**src/rtl/vna_pkg.sv**
```systemverilog
// shared types, constants and helpers for the vertex normal accumulator
`timescale 1ns / 1ps

package vna_pkg;

  localparam int DEF_MAX_VERTICES = 1024;

  localparam int IDX_W   = 10;
  localparam int POS_W   = 16;
  localparam int DIFF_W  = 17;
  localparam int SUM_W   = 26;
  localparam int CNT_W   = 10;
  localparam int ID_W    = 16;
  localparam int NORM_W  = 16;
  localparam int CROSS_W = 35;
  localparam int MAG_W   = 34;
  localparam int SQM_W   = 30;
  localparam int OPND_W  = 31;
  localparam int PROD_W  = 62;
  localparam int SS_W    = 62;
  localparam int LEN_W   = 31;
  localparam int FRAC_W  = 14;
  localparam int DIVN_W  = LEN_W + FRAC_W;
  localparam int QUO_W   = 15;

  localparam logic [CNT_W-1:0] COUNT_MAX = CNT_W'(1023);
  localparam logic [QUO_W-1:0] Q_ONE     = QUO_W'(16384);

  typedef logic signed [POS_W-1:0]  pos_t;
  typedef logic signed [DIFF_W-1:0] diff_t;
  typedef logic signed [SUM_W-1:0]  sum_t;
  typedef logic signed [NORM_W-1:0] norm_t;

  localparam sum_t  SUM_MAX  = sum_t'(33554431);
  localparam sum_t  SUM_MIN  = sum_t'(-33554432);
  localparam norm_t NORM_MAX = norm_t'(16384);
  localparam norm_t NORM_MIN = norm_t'(-16384);

  typedef enum logic [1:0] {
    OP_LOAD = 2'd0,
    OP_FACE = 2'd1,
    OP_READ = 2'd2,
    OP_NONE = 2'd3
  } op_t;

  localparam logic KIND_FACE   = 1'b0;
  localparam logic KIND_VERTEX = 1'b1;

  typedef struct packed {
    logic [CNT_W-1:0] cnt;
    sum_t             sz;
    sum_t             sy;
    sum_t             sx;
  } sum_entry_t;

  // control from the sequencer to the normal unit
  typedef struct packed {
    logic start;
    logic face;
  } nu_req_t;

  typedef struct packed {
    logic done;
    logic degen;
  } nu_rsp_t;

  typedef enum logic [3:0] {
    ST_CLEAR,
    ST_IDLE,
    ST_FETCH_A,
    ST_FETCH_B,
    ST_FETCH_C,
    ST_FETCH_END,
    ST_FACE_GO,
    ST_CALC,
    ST_ACC_RD,
    ST_ACC_WR,
    ST_SUM_RD,
    ST_SUM_CHK,
    ST_EMIT
  } vna_state_t;

  typedef enum logic [3:0] {
    NU_IDLE,
    NU_MUL_CROSS,
    NU_ABS,
    NU_SHIFT,
    NU_MUL_SQ,
    NU_SQRT,
    NU_DIV_INIT,
    NU_DIV,
    NU_DONE
  } nu_state_t;

  function automatic sum_t sat_add(sum_t a, norm_t b);
    logic signed [SUM_W:0] r;
    r = (SUM_W+1)'(a) + (SUM_W+1)'(b);
    if (r > (SUM_W+1)'(SUM_MAX)) begin
      return SUM_MAX;
    end else if (r < (SUM_W+1)'(SUM_MIN)) begin
      return SUM_MIN;
    end
    return SUM_W'(r);
  endfunction

endpackage

```
**src/rtl/vna_nunit.sv**
```systemverilog
// shared normal unit: cross product, magnitude scaling, square root and division
`timescale 1ns / 1ps

module vna_nunit import vna_pkg::*; (
  input  logic    clk,
  input  logic    rst,
  input  nu_req_t req,
  input  diff_t   u [3],
  input  diff_t   v [3],
  input  sum_t    s [3],
  output nu_rsp_t rsp,
  output norm_t   n [3]
);

  nu_state_t state, state_next;

  logic [2:0]               k;
  diff_t                    ur [3];
  diff_t                    vr [3];
  logic signed [CROSS_W-1:0] c [3];
  logic [MAG_W-1:0]         m [3];
  logic                     neg [3];
  logic signed [PROD_W-1:0] prod;
  logic signed [OPND_W-1:0] ma, mb;
  logic [SS_W-1:0]          ss;
  logic [SS_W-1:0]          rem, res, sbit;
  logic [SS_W:0]            trial;
  logic                     take;
  logic [LEN_W-1:0]         len;
  logic [DIVN_W-1:0]        num, dsh;
  logic [QUO_W-1:0]         quo, quo_next, qsat;
  logic                     dtake;
  logic [1:0]               j;
  logic [3:0]               step;
  logic                     degen;
  logic                     need_shift;
  logic [1:0]               ci;

  // operand selection for the single multiplier
  always_comb begin
    ma = '0;
    mb = '0;
    if (state == NU_MUL_SQ) begin
      ma = $signed({1'b0, m[k[1:0] == 2'd3 ? 0 : k[1:0]][SQM_W-1:0]});
      mb = ma;
    end else begin
      case (k)
        3'd0: begin ma = OPND_W'(ur[1]); mb = OPND_W'(vr[2]); end
        3'd1: begin ma = OPND_W'(ur[2]); mb = OPND_W'(vr[1]); end
        3'd2: begin ma = OPND_W'(ur[2]); mb = OPND_W'(vr[0]); end
        3'd3: begin ma = OPND_W'(ur[0]); mb = OPND_W'(vr[2]); end
        3'd4: begin ma = OPND_W'(ur[0]); mb = OPND_W'(vr[1]); end
        3'd5: begin ma = OPND_W'(ur[1]); mb = OPND_W'(vr[0]); end
        default: begin ma = '0; mb = '0; end
      endcase
    end
  end

  assign need_shift = (m[0][MAG_W-1:SQM_W] != '0) || (m[1][MAG_W-1:SQM_W] != '0) ||
                      (m[2][MAG_W-1:SQM_W] != '0);
  assign trial    = {1'b0, res} + {1'b0, sbit};
  assign take     = {1'b0, rem} >= trial;
  assign dtake    = num >= dsh;
  assign quo_next = {quo[QUO_W-2:0], dtake};
  assign qsat     = (quo_next > Q_ONE) ? Q_ONE : quo_next;
  assign ci       = 2'((k - 3'd1) >> 1);

  // next state
  always_comb begin
    state_next = state;
    case (state)
      NU_IDLE:      if (req.start) state_next = req.face ? NU_MUL_CROSS : NU_ABS;
      NU_MUL_CROSS: if (k == 3'd6) state_next = NU_ABS;
      NU_ABS:       state_next = NU_SHIFT;
      NU_SHIFT:     if (!need_shift) state_next = NU_MUL_SQ;
      NU_MUL_SQ:    if (k == 3'd3) state_next = NU_SQRT;
      NU_SQRT:      if (sbit[0]) state_next = NU_DIV_INIT;
      NU_DIV_INIT:  state_next = (len == '0) ? NU_DONE : NU_DIV;
      NU_DIV:       if (step == 4'd14) state_next = (j == 2'd2) ? NU_DONE : NU_DIV_INIT;
      NU_DONE:      state_next = NU_IDLE;
      default:      state_next = NU_IDLE;
    endcase
  end

  // outputs
  always_comb begin
    rsp.done  = (state == NU_DONE);
    rsp.degen = degen;
  end

  always_ff @(posedge clk) begin
    if (rst) begin
      state <= NU_IDLE;
    end else begin
      state <= state_next;
    end
  end

  always_ff @(posedge clk) begin
    prod <= ma * mb;
    case (state)
      NU_IDLE: begin
        k <= '0;
        for (int i = 0; i < 3; i++) begin
          ur[i] <= u[i];
          vr[i] <= v[i];
          c[i]  <= CROSS_W'(s[i]);
        end
        // the last normal stays valid until the next start
        if (req.start) begin
          degen <= 1'b0;
          for (int i = 0; i < 3; i++) begin
            n[i] <= '0;
          end
        end
      end
      NU_MUL_CROSS: begin
        k <= k + 3'd1;
        if (k != 3'd0) begin
          // odd steps load the first product of each component, even steps subtract the second
          if (k[0]) begin
            c[ci] <= CROSS_W'(prod);
          end else begin
            c[ci] <= c[ci] - CROSS_W'(prod);
          end
        end
      end
      NU_ABS: begin
        for (int i = 0; i < 3; i++) begin
          neg[i] <= c[i][CROSS_W-1];
          m[i]   <= c[i][CROSS_W-1] ? MAG_W'(-c[i]) : MAG_W'(c[i]);
        end
        k <= '0;
      end
      NU_SHIFT: begin
        if (need_shift) begin
          for (int i = 0; i < 3; i++) begin
            m[i] <= m[i] >> 1;
          end
        end
        k  <= '0;
        ss <= '0;
      end
      NU_MUL_SQ: begin
        k <= k + 3'd1;
        if (k != 3'd0) begin
          ss <= ss + SS_W'(prod);
        end
        if (k == 3'd3) begin
          rem  <= ss + SS_W'(prod);
          res  <= '0;
          sbit <= SS_W'(1) << (SS_W - 2);
        end
      end
      NU_SQRT: begin
        if (take) begin
          rem <= rem - trial[SS_W-1:0];
          res <= (res >> 1) + sbit;
        end else begin
          res <= res >> 1;
        end
        sbit <= sbit >> 2;
        if (sbit[0]) begin
          len <= take ? LEN_W'((res >> 1) + sbit) : LEN_W'(res >> 1);
        end
        j <= '0;
      end
      NU_DIV_INIT: begin
        num   <= {m[j][SQM_W-1:0], FRAC_W'(0)} + DIVN_W'(len >> 1);
        dsh   <= {len, FRAC_W'(0)};
        quo   <= '0;
        step  <= '0;
        if (len == '0) degen <= 1'b1;
      end
      NU_DIV: begin
        if (dtake) num <= num - dsh;
        dsh  <= dsh >> 1;
        quo  <= quo_next;
        step <= step + 4'd1;
        if (step == 4'd14) begin
          n[j] <= neg[j] ? -NORM_W'(qsat) : NORM_W'(qsat);
          j    <= j + 2'd1;
        end
      end
      default: begin
      end
    endcase
  end

endmodule

```
**config.mk**
```make
export PLATFORM = sky130hd
export DESIGN_NAME = vna_nunit
export DESIGN_NICKNAME = d
export VERILOG_FILES = /design/src/rtl/vna_pkg.sv /design/src/rtl/vna_nunit.sv
export SDC_FILE = /design/constraint.sdc
export NUM_CORES = 2
export LEC_CHECK = 0
export ABC_AREA = 1
export BUFFER_PORTS_ARGS = -buffer_cell sky130_fd_sc_hd__buf_2
export CELL_PAD_IN_SITES_DETAIL_PLACEMENT = 0
export CELL_PAD_IN_SITES_GLOBAL_PLACEMENT = 2
export CORE_UTILIZATION = 43
export DETAILED_ROUTE_END_ITERATION = 7
export GPL_TIMING_DRIVEN = 0
export PLACE_DENSITY_LB_ADDON = 0.1
export SYNTH_ARGS = -nofsm -noshare
export SYNTH_HDL_FRONTEND = slang
export SYNTH_SLANG_ARGS = --single-unit
```
**constraint.sdc**
```tcl
create_clock -name clk -period 18.3 [get_ports clk]
set_input_delay 0 -clock clk [delete_from_list [all_inputs] [get_ports clk]]
set_output_delay 0 -clock clk [all_outputs]
set_load 0.01 [all_outputs]
```
### Word level (Yosys, flattened, before mapping)

Memory sizes are Yosys's and may differ from the RTL's. A register that Yosys moved wholly into a read port is not among the register bits.
Index checks and enable logic that the tools add are counted.

* bits in registers: 507
* RAM bits: 312
* input bits: 184
* word-level logic and storage cells: 182
* memories: 5

* $add $sub $neg: 15
* multiply operators: 1
* order comparisons: 5
* equality and inequality tests: 27
* mux-type cells: 72
* bitwise logic cells: 5
* reductions and logical operators: 35

Memories
* c: depth 3, width 35, read ports 4, clocked after memory_dff 0, wr ports 3, line vna_nunit.sv:20 `logic signed [CROSS_W-1:0] c [3];`
* m: depth 3, width 34, read ports 5, clocked after memory_dff 1, wr ports 3, line vna_nunit.sv:21 `logic [MAG_W-1:0] m [3];`
* ur: depth 3, width 17, read ports 3, clocked after memory_dff 0, wr ports 3, line vna_nunit.sv:18 `diff_t ur [3];`
* vr: depth 3, width 17, read ports 3, clocked after memory_dff 0, wr ports 3, line vna_nunit.sv:19 `diff_t vr [3];`
* neg: depth 3, width 1, read ports 1, clocked after memory_dff 1, wr ports 3, line vna_nunit.sv:22 `logic neg [3];`

Operators with widths (number)
* $pmux 62 s2: 4
* $mux 62: 6
* $mux 34: 6
* $pmux 31 s3: 2
* $pmux 45 s2: 2
* $neg 34->34: 3
* $mux 48: 2
* $pmux 48 s2: 1
* $mux 31: 3
* $mux 35: 2
* $add 62x62->63: 1
* $ge 62x63->1: 1
* $add 61x62->62: 1
* $add 62x62->62: 1
* $mul 31x31->62: 1
* $sub 62x62->62: 1
* $bwmux 48: 1
* $add 44x30->45: 1
* $ge 45x45->1: 1
* $mux 45: 1
* $sub 45x45->45: 1
* $reduce_or 35->1: 1
* $sub 35x35->35: 1
* $demux 16 s2: 1
* other kinds (44): 115

### Logic depth before layout (Yosys ltp)

* word-level depth: 8
* depth in mapped cells: 46

### Worst setup path before layout

Ideal clock, no wire load.

* kind: register -> register
* start point: register state[3]
* end point: register n[0] (netlist name) (enable)
* setup time: 0.469 ns
* arrival: 8.298 ns
* required time: 17.831 ns
* slack: 9.533 ns
* cell stages (with the launch flop): 6
* path buffers: 0
* path through: dfxtp_1 -> nor2_1 -> inv_1 -> nor2_1 -> inv_1 -> a21oi_1

* word-level cells in the longest chain between the ends: 3

Ends and longest elaborated chain
* start: declaration: line vna_nunit.sv:15 `nu_state_t state, state_next;`
* start signal: assignment: line vna_nunit.sv:95 `state <= state_next;`
* $eq 4x3->1 or $logic_not 4->1 (tied branches): line vna_nunit.sv:101 `case (state)`
* $ne 2x2->1 (no source line) or $reduce_bool 2->1 (tied branches)
* $reduce_and 3->1 (no source line) *
* end signal: indexed assignment: line vna_nunit.sv:181 `n[j] <= neg[j] ? -NORM_W'(qsat) : NORM_W'(qsat);`
* end: declaration: line vna_nunit.sv:12 `output norm_t n [3]`

Every way passes the cells marked *; elsewhere a longest branch is shown, timed or not.
A chain may end at the register's enable or synchronous reset.

### Worst setup path after layout

* start point: register k[0]
* end point: register prod[58]

* word-level cells in the longest chain between the ends: 5

Ends and longest elaborated chain
* start: declaration: line vna_nunit.sv:17 `logic [2:0] k;`
* start signal: assignment: line vna_nunit.sv:118 `k <= k + 3'd1;`
* start signal: assignment: line vna_nunit.sv:145 `k <= k + 3'd1;`
* $eq 2x2->1 (tied with other cells): line vna_nunit.sv:44 `ma = $signed({1'b0, m[k[1:0] == 2'd3 ? 0 : k[1:0]][SQM_W-1:0]});`
* $mux 2 or $reduce_or 2->1 (tied branches)
* $mem_v2 3x34 or $pmux 31 s3 (tied branches)
* $mux 31: line vna_nunit.sv:43 `if (state == NU_MUL_SQ) begin`
* $mul 31x31->62 *: line vna_nunit.sv:100 `prod <= ma * mb;`
* end signal: assignment: line vna_nunit.sv:100
* end: declaration: line vna_nunit.sv:23 `logic signed [PROD_W-1:0] prod;`

Marked as above.

==> flow_metrics.tcl <==
set metrics [dict create \
    fin_crit_sh_pct 74.6 \
    dr_total_vias 81100 \
    synth_simple_gate_area_share_pct 18.6 \
    slew_violations 5 \
    async_reset_ff_share_pct 0 \
    cts_sinks 825 \
    max_freq_ghz 0.0733 \
    crit_arrival_ns 14.24 \
    area_growth_pct 12.8 \
    cts_max_path_buffers 3 \
    ant_nets 0 \
    ios 234 \
    violations "capacitance limit, slew limit" \
    final_common_cell "nand2_1" \
    gp_congestion 1.03 \
    cts_tree "built" \
    synth_edf_count 757 \
    cts_buffers 102 \
    fin_skew_ns 0.120 \
    gr-usage-all-layers_pct 35.5 \
    crit_path_end_kind "register" \
    maxSlewHeadroom_pct -4.71 \
    drt_iter0_drc 8364 \
    grt_pass1_wl_mm 545 \
    start_util_pct 43.2 \
    synthFlopType "edfxtp_1" \
    min_period_ns 13.65 \
    grt_overflow 0 \
    wl_mm 378 \
    synth-xor-area-share_pct 3.67 \
    ys_types 82 \
    synth-compound-area-share_pct 11.4 \
    clockRootBuffer "clkbuf_16" \
    hold_viol_final 0 \
    slowest_delay_ns 1.15 \
    first_global_vias 80200 \
    synth_cells 11200 \
    clk_pin_slew_ns 0.06 \
    rsz0062_at_grt "false" \
    syn_nets 12900 \
    layout-drive-gt1-share_pct 5.46 \
    wl_per_cell_um 25.6 \
    fp.dieW_um 461 \
    io_buffers 233 \
    yosysSeqAreaShare_pct 26.6 \
    die_h_um 461 \
    start_kind "register" \
    floorplan.die_area_um2 213000 \
    ys_ff_latch 825 \
    synth_top_family_by_area "adder cells" \
    row_count 168 \
    hp-class "primary input to register" \
    final_cell_mix "nand2_1, inv_1, nor2_1, fa_1, edfxtp_1" \
    synth_mux_area_share_pct 0.0456 \
    crit_fanout 10 \
    dp_hpwl_mm 311 \
    tightest_slew_ns 1.56 \
    cpMostUsedCell "fa_1" \
    status "finished, violations left" \
    antenna_found_initial 20 \
    grt_start_max_net_pins 63 \
    syn_area_um2 90600 \
    required_ns 18.90 \
    drv_cap 1 \
    crit_type "register to register" \
    clock_latency_ns 0.82 \
    ys_warn_count 0 \
    setup_viol 0 \
    fin_nets 13500 \
    synthAdderAreaFrac_pct 29.2 \
    cp_slowest_cell "nor2_1" \
    grt-busiest-layer "met2" \
    use_met3_pct 6.41 \
    finalSetupTns_ns 0 \
    via_per_inst 5.51 \
    syn_area_per_cell_um2 8.10 \
    route.detailed.drc 0 \
    coreArea_um2 210000 \
    cts_max_level 3 \
    drt_first_pass_iters 6 \
    grt_util_met1_pct 48.6 \
    grtUsageMet2_pct 54.1 \
]
registers in the layout, summed over array words and instances, names as in the netlist, 51 cells and up, named ones only:
register  count
rem          62
res          62
vr           51
prod         62
ss           62
m           102
ur           51
c           140
per-layer routing:
metal	routed length, um	vias to the layer above
met4	21100	6
met5	31	-
li1	-	36800
met1	161000	40200
met3	31700	639
met2	164000	3492
path summary, 6_finish.rpt:
check             slack, ns  depth (start not counted)  endpoint      from
setup / recovery       4.65                         40  prod[58]      k[0]
hold / removal         0.02                          4   c[0][2]     s[54]
setup reg to reg       4.65                         40  prod[58]      k[0]
hold reg to reg        0.45                          0    neg[0]  c[0][34]
cell usage after synthesis (16+ instances only):
| cell | count | share of area, % |
|---|---|---|
| o211ai_1 | 35 | 0.29 |
| nand2_1 | 2164 | 9.0 |
| a31oi_1 | 62 | 0.43 |
| a21boi_0 | 18 | 0.15 |
| o21a_1 | 41 | 0.34 |
| or2_2 | 26 | 0.18 |
| ha_1 | 481 | 6.6 |
| a21o_1 | 49 | 0.41 |
| clkbuf_1 | 200 | 0.83 |
| o21ai_0 | 700 | 3.9 |
| buf_2 | 85 | 0.47 |
| a22o_1 | 16 | 0.15 |
| xor2_1 | 229 | 2.2 |
| o221ai_1 | 43 | 0.42 |
| nor2_1 | 1369 | 5.7 |
| nor3_1 | 66 | 0.36 |
| o21bai_1 | 38 | 0.31 |
| inv_1 | 2149 | 8.9 |
| buf_1 | 25 | 0.10 |
| nand4_1 | 76 | 0.52 |
| fa_1 | 1022 | 23 |
| dfxtp_1 | 68 | 1.5 |
| xnor2_1 | 149 | 1.4 |
| o21ai_1 | 39 | 0.22 |
| a21oi_1 | 636 | 3.5 |
| inv_2 | 16 | 0.066 |
| a211oi_1 | 21 | 0.17 |
| edfxtp_1 | 757 | 25 |
| nand3_1 | 328 | 1.8 |
| nor4_1 | 44 | 0.30 |
cell families (layout without fill, tap and decap cells):
family                   Yosys count  count (layout)
AO/OA/AOI/OAI                   1814            1814
XOR/XNOR                         379             379
adder cells (fa/ha/maj)         1503            1503
buffers and inverters           2497            3230
flip-flops                       825             825
multiplexers                       4               4
other                              0               5
AND/OR/NAND/NOR                 4164            4164
timing repair:
item / in CTS / in global routing
setup buffers: 0 / 0
hold buffers: 296 / 0
endpoints found under the hold margin: 236 / 0
resized for setup: 0 / 0
worst max-delay path: cells and delay by family (launching register included):
family | cells | cell delay [ns]
AOI/OAI and AO/OA | 6 | 1.55
adders and majority gates | 10 | 4.53
buffers and inverters | 10 | 2.27
DFF | 1 | 0.56
and+or+nand+nor | 14 | 4.49
layout make-up:
type,instances,area (um^2)
fill,20900,107000
multi-input combinational,7864,57100
sequential,825,24100
inverter,2176,8170
timing repair buffer,550,4540
tap,2805,3510
clock buffer,123,2740
buffer,321,1360
clock inverter,60,644
antenna,5,12.5
metrics by stage:
| step | instance area (um^2) | worst slack [ns] | util [%] | hold WS [ns] | instances |
|---|---|---|---|---|---|
| finish | 102000 | 4.65 | 48.8 | 0.0185 | 14700 |
| global route | 102000 | 4.60 | 48.7 | 0.0560 | 14700 |
| CTS | 102000 | 5.16 | 48.7 | 0.000383 | 14700 |
| detailed placement | 95800 | 5.30 | 45.7 | 0.178 | 14200 |
| global placement | 95300 | 5.33 | 45.5 | 0.178 | 14200 |
| floorplan | 90600 | 9.53 | - | 0.0691 | 11200 |
Power is left out: the tool's default activity adds up to more than one toggle a clock period on the data nets, which glitch-free logic cannot reach.
